--- src/slpm_pkg.sv ---
package slpm_pkg;

  localparam int IDX_W   = 6;
  localparam int COEF_W  = 16;
  localparam int VAL_W   = 17;
  localparam int PROD_W  = COEF_W + VAL_W;
  localparam int ACC_W   = 38;
  localparam int PRED_W  = 26;
  localparam int FRAC_W  = 12;
  localparam int NCOMP   = 3;

  typedef enum logic [1:0] {
    OP_CLEAR  = 2'd0,
    OP_LOAD   = 2'd1,
    OP_SAMPLE = 2'd2
  } op_t;

  typedef logic [NCOMP-1:0][VAL_W-1:0] vals_t;

  typedef struct packed {
    logic                     hit;
    logic                     last;
    logic signed [COEF_W-1:0] weight;
    vals_t                    vals;
  } sample_t;

endpackage

--- src/sparse_linear_predictor_mac.sv ---
// Sparse linear pixel predictor, multiply-accumulate core.
// Input stream: tuser carries the operation (clear mask, load mask slot,
// regressor sample), tdata the slot position, Q12 weight and the three
// colour components, tlast the final regressor of a pixel.
// Output stream: one word per pixel, the three predictions (sum / 4096,
// truncated toward zero), sent on the sample marked tlast.
// Clear and load take effect at the edge that accepts them and never
// produce an output word. Samples are numbered from 0 within a pixel.
// A final sample passes the weight read register, product register, final sum
// register and output register to m_axis. Throughput: one input word every
// cycle while s_axis_tready is high; the weight memory write port is fed from
// the accepted word, its registered read port from the sample position.
// Reset empties the mask, zeroes the sample position and accumulators and
// drops any word in flight; weight memory contents are kept.
// When the receiver stalls, the output word holds, the next finished pixel
// waits in the final sum register and samples keep flowing until a third
// finished pixel sits in the product register with a sample queued behind
// it; then s_axis_tready drops until m_axis_tready returns.
module sparse_linear_predictor_mac #(
  parameter int MAX_REGRESSORS = 63
) (
  input  logic        clk,
  input  logic        rst,
  input  logic        s_axis_tvalid,
  output logic        s_axis_tready,
  // regressor_index, coefficient, value_first, value_second, value_third, pad
  input  logic [79:0] s_axis_tdata,
  // operation
  input  logic [1:0]  s_axis_tuser,
  input  logic        s_axis_tlast,
  output logic        m_axis_tvalid,
  input  logic        m_axis_tready,
  // pred_first, pred_second, pred_third, pad
  output logic [79:0] m_axis_tdata
);
  import slpm_pkg::*;

  logic                         smp_valid;
  logic                         smp_ready;
  sample_t                      smp;
  vals_t                        vals;
  logic [NCOMP-1:0][PRED_W-1:0] res;

  assign vals[0] = s_axis_tdata[38:22];
  assign vals[1] = s_axis_tdata[55:39];
  assign vals[2] = s_axis_tdata[72:56];

  slpm_mask #(
    .MAX_REGRESSORS(MAX_REGRESSORS)
  ) u_mask (
    .clk       (clk),
    .rst       (rst),
    .in_valid  (s_axis_tvalid),
    .in_ready  (s_axis_tready),
    .op        (op_t'(s_axis_tuser)),
    .idx       (s_axis_tdata[5:0]),
    .coef      ($signed(s_axis_tdata[21:6])),
    .vals      (vals),
    .last      (s_axis_tlast),
    .smp_valid (smp_valid),
    .smp       (smp),
    .smp_ready (smp_ready)
  );

  slpm_mac u_mac (
    .clk       (clk),
    .rst       (rst),
    .smp_valid (smp_valid),
    .smp       (smp),
    .smp_ready (smp_ready),
    .res_valid (m_axis_tvalid),
    .res       (res),
    .res_ready (m_axis_tready)
  );

  assign m_axis_tdata = {2'b00, res[2], res[1], res[0]};

endmodule

--- src/slpm_mask.sv ---
module slpm_mask #(
  parameter int MAX_REGRESSORS = 63
) (
  input  logic                              clk,
  input  logic                              rst,
  input  logic                              in_valid,
  output logic                              in_ready,
  input  slpm_pkg::op_t                     op,
  input  logic [slpm_pkg::IDX_W-1:0]        idx,
  input  logic signed [slpm_pkg::COEF_W-1:0] coef,
  input  slpm_pkg::vals_t                   vals,
  input  logic                              last,
  output logic                              smp_valid,
  output slpm_pkg::sample_t                 smp,
  input  logic                              smp_ready
);
  import slpm_pkg::*;

  localparam int TAB_W = $clog2(MAX_REGRESSORS);
  localparam int CNT_W = $clog2(MAX_REGRESSORS + 1);
  localparam logic [IDX_W-1:0] MAX_IDX = IDX_W'(MAX_REGRESSORS);
  localparam logic [CNT_W-1:0] MAX_CNT = CNT_W'(MAX_REGRESSORS);

  logic [MAX_REGRESSORS-1:0] claimed;
  logic signed [COEF_W-1:0]  weight_mem [MAX_REGRESSORS];
  logic signed [COEF_W-1:0]  weight_q;
  logic [CNT_W-1:0]          pos;
  logic [CNT_W-1:0]          pos_next;
  logic                      hit_q;
  logic                      last_q;
  vals_t                     vals_q;

  logic             accept;
  logic             do_clear;
  logic             do_sample;
  logic             load_ok;
  logic             pos_in_range;
  logic [TAB_W-1:0] wr_addr;
  logic [TAB_W-1:0] rd_addr;

  assign in_ready = !smp_valid || smp_ready;
  assign accept   = in_valid && in_ready;
  assign wr_addr  = idx[TAB_W-1:0];
  assign rd_addr  = pos[TAB_W-1:0];

  always_comb begin
    do_clear     = 1'b0;
    do_sample    = 1'b0;
    load_ok      = 1'b0;
    pos_in_range = pos < MAX_CNT;
    pos_next     = pos;
    case (op)
      OP_CLEAR: begin
        do_clear = accept;
      end
      OP_LOAD: begin
        load_ok = accept && (idx < MAX_IDX) && !claimed[wr_addr];
      end
      OP_SAMPLE: begin
        do_sample = accept;
        if (last) begin
          pos_next = '0;
        end else if (pos_in_range) begin
          pos_next = pos + CNT_W'(1);
        end
      end
      default: begin
      end
    endcase
  end

  always_ff @(posedge clk) begin
    if (rst) begin
      claimed   <= '0;
      pos       <= '0;
      smp_valid <= 1'b0;
    end else begin
      if (do_clear) begin
        claimed <= '0;
      end else if (load_ok) begin
        claimed[wr_addr] <= 1'b1;
      end
      if (do_sample) begin
        pos <= pos_next;
      end
      if (in_ready) begin
        smp_valid <= do_sample;
      end
    end
  end

  always_ff @(posedge clk) begin
    if (do_sample) begin
      hit_q  <= pos_in_range && claimed[rd_addr];
      last_q <= last;
      vals_q <= vals;
    end
  end

  always_ff @(posedge clk) begin
    if (load_ok) begin
      weight_mem[wr_addr] <= coef;
    end
    if (do_sample && pos_in_range) begin
      weight_q <= weight_mem[rd_addr];
    end
  end

  always_comb begin
    smp.hit    = hit_q;
    smp.last   = last_q;
    smp.weight = weight_q;
    smp.vals   = vals_q;
  end

endmodule

--- src/slpm_mac.sv ---
module slpm_mac (
  input  logic                                        clk,
  input  logic                                        rst,
  input  logic                                        smp_valid,
  input  slpm_pkg::sample_t                           smp,
  output logic                                        smp_ready,
  output logic                                        res_valid,
  output logic [slpm_pkg::NCOMP-1:0][slpm_pkg::PRED_W-1:0] res,
  input  logic                                        res_ready
);
  import slpm_pkg::*;

  logic                     p_valid;
  logic                     p_last;
  logic signed [PROD_W-1:0] prod [NCOMP];
  logic signed [PROD_W-1:0] prod_next [NCOMP];

  logic signed [ACC_W-1:0]  acc [NCOMP];
  logic signed [ACC_W-1:0]  acc_sum [NCOMP];

  logic                     f_valid;
  logic signed [ACC_W-1:0]  fsum [NCOMP];
  logic signed [ACC_W-1:0]  fsum_adj [NCOMP];
  logic [NCOMP-1:0][PRED_W-1:0] res_next;

  logic out_free;
  logic f_free;
  logic f_go;
  logic p_go;
  logic p_free;

  assign out_free  = !res_valid || res_ready;
  assign f_go      = f_valid && out_free;
  assign f_free    = !f_valid || out_free;
  assign p_go      = p_valid && (!p_last || f_free);
  assign p_free    = !p_valid || p_go;
  assign smp_ready = p_free;

  always_comb begin
    for (int k = 0; k < NCOMP; k++) begin
      if (smp.hit) begin
        prod_next[k] = smp.weight * $signed(smp.vals[k]);
      end else begin
        prod_next[k] = '0;
      end
      acc_sum[k] = acc[k] + ACC_W'(prod[k]);
      if (fsum[k][ACC_W-1]) begin
        fsum_adj[k] = fsum[k] + ACC_W'((1 << FRAC_W) - 1);
      end else begin
        fsum_adj[k] = fsum[k];
      end
      res_next[k] = PRED_W'(fsum_adj[k] >>> FRAC_W);
    end
  end

  always_ff @(posedge clk) begin
    if (rst) begin
      p_valid   <= 1'b0;
      f_valid   <= 1'b0;
      res_valid <= 1'b0;
      for (int k = 0; k < NCOMP; k++) begin
        acc[k] <= '0;
      end
    end else begin
      if (p_free) begin
        p_valid <= smp_valid;
      end
      if (f_free) begin
        f_valid <= p_go && p_last;
      end
      if (out_free) begin
        res_valid <= f_valid;
      end
      if (p_go) begin
        for (int k = 0; k < NCOMP; k++) begin
          acc[k] <= p_last ? '0 : acc_sum[k];
        end
      end
    end
  end

  always_ff @(posedge clk) begin
    if (p_free && smp_valid) begin
      p_last <= smp.last;
      for (int k = 0; k < NCOMP; k++) begin
        prod[k] <= prod_next[k];
      end
    end
    if (p_go && p_last) begin
      for (int k = 0; k < NCOMP; k++) begin
        fsum[k] <= acc_sum[k];
      end
    end
    if (f_go) begin
      res <= res_next;
    end
  end

endmodule
--- config.mk ---
export PLATFORM = sky130hd
export DESIGN_NAME = sparse_linear_predictor_mac
export DESIGN_NICKNAME = d
export VERILOG_FILES = /design/src/slpm_pkg.sv /design/src/sparse_linear_predictor_mac.sv /design/src/slpm_mask.sv /design/src/slpm_mac.sv
export SDC_FILE = /design/constraint.sdc
export NUM_CORES = 2
export LEC_CHECK = 0
export BUFFER_PORTS_ARGS = -buffer_cell sky130_fd_sc_hd__buf_4
export CAP_MARGIN = 20
export CORE_MARGIN = 2
export CORE_UTILIZATION = 39
export CTS_CLUSTER_DIAMETER = 30
export CTS_CLUSTER_SIZE = 20
export DETAILED_ROUTE_END_ITERATION = 8
export PLACE_DENSITY = 0.66
export SYNTH_ARGS = -nofsm -noshare
export SYNTH_HDL_FRONTEND = slang
export SYNTH_SLANG_ARGS = --single-unit
export TNS_END_PERCENT = 1
--- constraint.sdc ---
create_clock -name clk -period 7.65 [get_ports clk]
set_input_delay 1.53 -clock clk [delete_from_list [all_inputs] [get_ports clk]]
set_output_delay 1.53 -clock clk [all_outputs]
set_load 0.02 [all_outputs]
==> Word-level counts from Yosys, hierarchy flattened <==
Memories as Yosys holds them, arrays and structs flattened. A register that Yosys moved wholly into a read port is not among the register bits.
Cells that the tools add are included.
{ "totals": {"register_bits": 205, "ram_bits": 1335, "output_inout_bits": 82, "word_cells": 102, "inputBits": 87, "mem_count": 4} }
{ "mem_list": {"columns": ["memory", "depth", "word_bits", "read_ports", "rd_clocked_by_memory_dff", "wr", "line", "source"], "rows": [
  ["u_mask.weight_mem", 63, 16, 1, 1, 1, "slpm_mask.sv:25", "logic signed [COEF_W-1:0] weight_mem [MAX_REGRESSORS];"],
  ["u_mac.acc", 3, 38, 3, 0, 3, "slpm_mac.sv:18", "logic signed [ACC_W-1:0] acc [NCOMP];"],
  ["u_mac.fsum", 3, 38, 3, 0, 3, "slpm_mac.sv:22", "logic signed [ACC_W-1:0] fsum [NCOMP];"],
  ["u_mac.prod", 3, 33, 3, 0, 3, "slpm_mac.sv:15", "logic signed [PROD_W-1:0] prod [NCOMP];"]
]} }
{ "op_classes": {"add_sub_neg": 7, "eq_ne": 2, "multipliers": 3, "order_cmp": 5, "reduce_logical": 25, "n_bitwise": 4, "muxes": 34} }
{ "op_table": {"columns": ["operator", "n"], "rows": [
  ["$mux W38", 6],
  ["$add A38 B13 Y38 const B", 3],
  ["$add A38 B33 Y38", 3],
  ["$mux W37", 3],
  ["$mul A16 B17 Y33", 3],
  ["$mux W33", 3],
  ["$or A63 B63 Y63", 1],
  ["$mux W1", 17],
  ["$lt A6 B7 Y1 const B", 2],
  ["$bmux W1 S6", 2],
  ["$lt A6 B6 Y1 const B", 2],
  ["$mux W6", 2],
  ["$logic_and A1 B1 Y1", 10],
  ["$add A6 B1 Y6 const B", 1],
  ["$demux W1 S6", 1],
  ["$ge A6 B1 Y1 const B", 1],
  ["$logic_not A1 Y1", 6],
  ["$logic_or A1 B1 Y1", 5],
  ["$or A1 B1 Y1", 3],
  ["$reduce_and A3 Y1", 1],
  ["$eq A2 B1 Y1 const B", 1],
  ["$eq A2 B2 Y1 const B", 1],
  ["$logic_not A2 Y1", 1],
  ["$reduce_bool A2 Y1", 1],
  ["$reduce_or A2 Y1", 1]
]} }

==> Logic depth before layout (Yosys ltp) <==
{ "logic_depth": {"depth_word": 13, "depth_mapped": 25, "mapped_depth_nobuf": 24} }

==> Modules after synthesis <==
A second synthesis with hierarchy kept.
{ "unflattened": {"hier_cells": 7164, "area_unflattened_um2": 96034.6} }
{ "by_module_without_submodules": {"columns": ["module", "area_per_inst_um2", "seq_area_each_um2", "n_inst", "cells_per_inst"], "rows": [
  ["slpm_mac", 51615.8, 12251.8, 1, 5110],
  ["slpm_mask", 44400.1, 33742.4, 1, 2051],
  ["sparse_linear_predictor_mac", 18.8, 0.0, 1, 3]
]} }

==> Least setup slack after synthesis <==
No wires, ideal clock.
{ "synth_timing": {"path_kind": "input to register", "startpoint": "input m_axis_tready", "endpoint": "register u_mac.res[0] in the netlist's numbering (enable)", "cell_stages": 2, "t_required_ns": 7.017, "path_buffers": 0, "setup_ns": 0.633, "t_arrival_ns": 7.239, "slack_ns": -0.222, "cell_sequence": "inv_1 -> a21boi_0"} }
{ "synth_via": {"elab_chain_cells": 2} }
{ "synth_lines": {"columns": ["item", "line", "source"], "rows": [
  ["start, declared", "sparse_linear_predictor_mac.sv:32", "input logic m_axis_tready,"],
  ["$logic_or A1 B1 Y1", "slpm_mac.sv:32", "assign out_free = !res_valid || res_ready;"],
  ["$logic_and A1 B1 Y1", "slpm_mac.sv:33", "assign f_go = f_valid && out_free;"],
  ["named net u_mac.f_go", "slpm_mac.sv:28", "logic f_go;"],
  ["end signal, assigned", "slpm_mac.sv:95", "res <= res_next;"],
  ["end, declared", "slpm_mac.sv:8", "output logic [slpm_pkg::NCOMP-1:0][slpm_pkg::PRED_W-1:0] res,"]
]} }
The timed path passes the listed nets, and every way through them passes these cells.
A chain may end at the register's enable or synchronous reset.

==> metrics.md <==
| Metric | Value |
|---|---|
| Outcome | `complete, no violations` |
| Avg Cell Area, Syn | `about 13 µm²` |
| Initial Util | `about two fifths` |
| Worst Hold Class | `flop to flop` |
| IO buf count | `around 160` |
| Slowest CP cell | `edfxtp_1` |
| Num CTS Buffers | `approximately 310` |
| WS Path Type | `flop to flop` |
| Period utilization | `just over 90%` |
| Post_cts resized | `0` |
| Die Wd | `about 500 µm` |
| Max IR drop VDD | `0.000444 V` |
| Total wire length | `227000 µm` |
| Final setup fails | `0` |
| Nets | `8691` |
| GP Congestion | `roughly 0.88` |
| Sequential element share of the synthesized area | `48.2%` |
| CP Cell Sequence | `buf_4 -> and2_1 -> fa_1 -> inv_1 -> fa_1 -> fa_1 -> inv_1 -> fa_1 -> fa_1 -> inv_1 -> fa_1 -> inv_1 -> ha_1 -> a21o_1 -> a21oi_1 -> o2111ai_1 -> o21ai_0 -> a21boi_0 -> a31o_2 -> a22o_1 -> nand4_1 -> o211ai_1` |
| WL/cell | `about 21 µm` |
| Setup TNS | `0 ps` |
| CTS Sinks | `1556` |
| Cell area after synthesis | `between 0.09 and 0.1 mm²` |
| GRT overflow | `0` |
| Vias in the first global route | `~61000` |
| Netlist cell types | `~80` |
| #FFs+latches synth | `1556` |
| Most frequent cell after synthesis | `edfxtp_1` |
| Area share of the largest cell type after synthesis | `46.6%` |
| Routed vias | `~57000` |
| Design Power | `roughly 0.040 W` |
| Buffer and inverter count on the worst path | `5` |
| Reg area | `between 0.04 and 0.05 mm²` |
| DP HPWL | `roughly 150000 µm` |
| Syn-to-layout area delta | `16.5%` |
| Minimum clock period | `roughly 7100 ps` |
| RSZ-0062 raised after global routing | `no` |
| Number of setup buffers added after CTS | `0` |
| Critical Path Most Common Cell | `fa_1` |
| Drt pass-1 iters | `5` |
| # IOs | `169` |
| Synth Instances | `between 7000 and 8000` |
| Post-route ant nets | `0` |
| Worst-path clk slew | `roughly 50 ps` |
| MaxCap Viol Count | `0` |
| Htree depth | `5` |
| CP Max Fanout | `19` |
| Clock tree buffer depth | `4` |
| Crit path max-delay family | `adder cells` |
| Area contributors post-synth | `edfxtp_1 (47%), fa_1 (17%), mux4_2 (7.7%)` |
| Worst EP arrival | `around 7700 ps` |
| Relative slew slack | `23.8%` |
| Root buf cell | `clkbuf_16` |
| Final Hold Viols | `0` |
| P_leak | `between 40 and 50 nW` |
| Initial antenna violation count | `16` |
| Iter 0 DRT Violations | `between 4000 and 5000` |
| All-Layer GR Usage | `between 15 and 20%` |
| Chip Height | `roughly 500 µm` |
| Main synth FF type | `edfxtp_1` |
| Slew Limit Fails | `0` |
| Util after Layout | `45.7%` |
| Drt drc | `0` |
| Yosys warns | `0` |
| Clk Latency, worst-skew pair | `940 ps` |
| Worst setup SP type | `flop` |
| CTS tree | `built` |
| Synth cell count leaders | `edfxtp_1 (1483), inv_1 (952), fa_1 (831)` |
| Core Footprint | `approximately 0.24 mm²` |
| Worst Clk Skew | `100 ps` |
| CP endpoint kind | `flop` |
| Worst Tran Pin Value | `1140 ps` |
| Die area | `0.249 mm²` |
| EDFF count, synth | `approximately 1500` |
| Largest net degree at the start of global routing | `about 130` |
| First-pass GRT wire length | `between 300000 and 400000 µm` |
| Ys async rst share | `0%` |
| Multi-input gate area | `approximately 0.045 mm²` |
| WP data required | `between 8000 and 9000 ps` |
| Drt via density | `5.28` |
| CTS hold repair buffers | `0` |
| Max Freq | `around 140 MHz` |
| Rows | `181` |
| CP max stage delay | `~920 ps` |
| Filler Cell Count | `21100` |
| Layout cells sized above 1 | `between 10% and 20%` |
| Post-synth top area cell | `edfxtp_1` |
| Cell Pwr Density | `between 300 and 400 mW/mm²` |
report_power, final:
group	switching, W	internal [W]	leakage (nW)
Clock	0.00447	0.00898	5.04
Sequential	0.000138	0.00973	14.1
Combinational	0.00922	0.00705	23.9
Total	0.0138	0.0257	43.1
path summary, 6_finish.rpt:
path / startpoint / to / slack, ps / cells after the start
setup / recovery: u_mask.weight_q[6]$_DFFE_PP_ / u_mac.prod[0][32]$_SDFFCE_PN0P_ / 540 / 22
hold / removal: u_mask.claimed[53]$_SDFFE_PP0P_ / u_mask.claimed[53]$_SDFFE_PP0P_ / 490 / 1
setup reg to reg: u_mask.weight_q[6]$_DFFE_PP_ / u_mac.prod[0][32]$_SDFFCE_PN0P_ / 540 / 22
hold reg to reg: u_mask.claimed[53]$_SDFFE_PP0P_ / u_mask.claimed[53]$_SDFFE_PP0P_ / 490 / 1
placed cells by master (no fill, tap or decap), drive strengths merged, types with 30 or more instances in the layout:
master,count
bufinv,40
a211oi,40
edfxtp,1483
nor3,48
and3,40
nor2,304
fa,831
nand4,33
clkinv,95
buf,294
a21oi,190
nand2,559
xnor2,181
o21a,95
dfxtp,73
nand3,78
a21o,77
xor2,73
mux4,328
o21ai,155
clkbuf,361
inv,983
mux2i,47
nand2b,48
o21bai,30
ha,364
and2,496
per-stage QoR:
stage	hold slack [ps]	std cells	worst slack, ps	area (µm²)
2_1_floorplan	400	7096	561	95500
4_1_cts	490	10900	539	111000
5_1_grt	499	10900	121	111000
3_3_place_gp	462	10300	651	101000
3_5_place_dp	478	10300	601	101000
6_report	489	10900	538	111000
cell type report:
cell class,instances,share of cell area (%)
diodes,7,0.0157
inverters,952,3.21
multi-input cells,4293,40.3
flip-flops and latches,1556,41.4
clock buffers,361,7.32
well taps,3202,3.60
repair buffers,294,2.15
clock inverters,192,2.05
routing by layer:
metal  share of wire, %  vias to the layer above  routed length, µm  GRT usage, %
met5              0.034                        -                 78             0
li1                   -                    25300                  -             -
met2                 49                     2032             111000          30.4
met3                7.3                      443              16600          3.45
met4                2.8                       12               6300          6.08
met1                 41                    29400              93100          24.1
cells by family (layout without fill, tap and decap cells):
logic type,count (synthesis),in the layout,synth area share (%)
compound gates,753,753,5.16
simple gates,1707,1707,8.88
flops,1556,1556,48.2
fa+ha+maj,1195,1195,22.2
mux,382,382,8.32
xor+xnor,254,254,2.33
other cells,1,9,0.00393
buf+inv,1247,1799,4.94
worst reg2reg max path: cells and delay by family, from the launching register on:
family	cells	cell delay [ps]
adder cells (fa/ha/maj)	7	3200
AO/OA/AOI/OAI	8	1750
flip-flops	1	920
buffers and inverters	5	620
AND/OR/NAND/NOR	2	290
flip-flops by register name, indices dropped and copies added, names as in the netlist, 6 cells and up:
register           count
u_mask.weight_mem   1008
u_mac.acc            114
u_mac.fsum           114
u_mac.prod            99
u_mac.res             78
u_mask.claimed        63
u_mask.smp            51
u_mask.weight_q       16
u_mask.pos             6
Power figures use the tool's default switching activity.
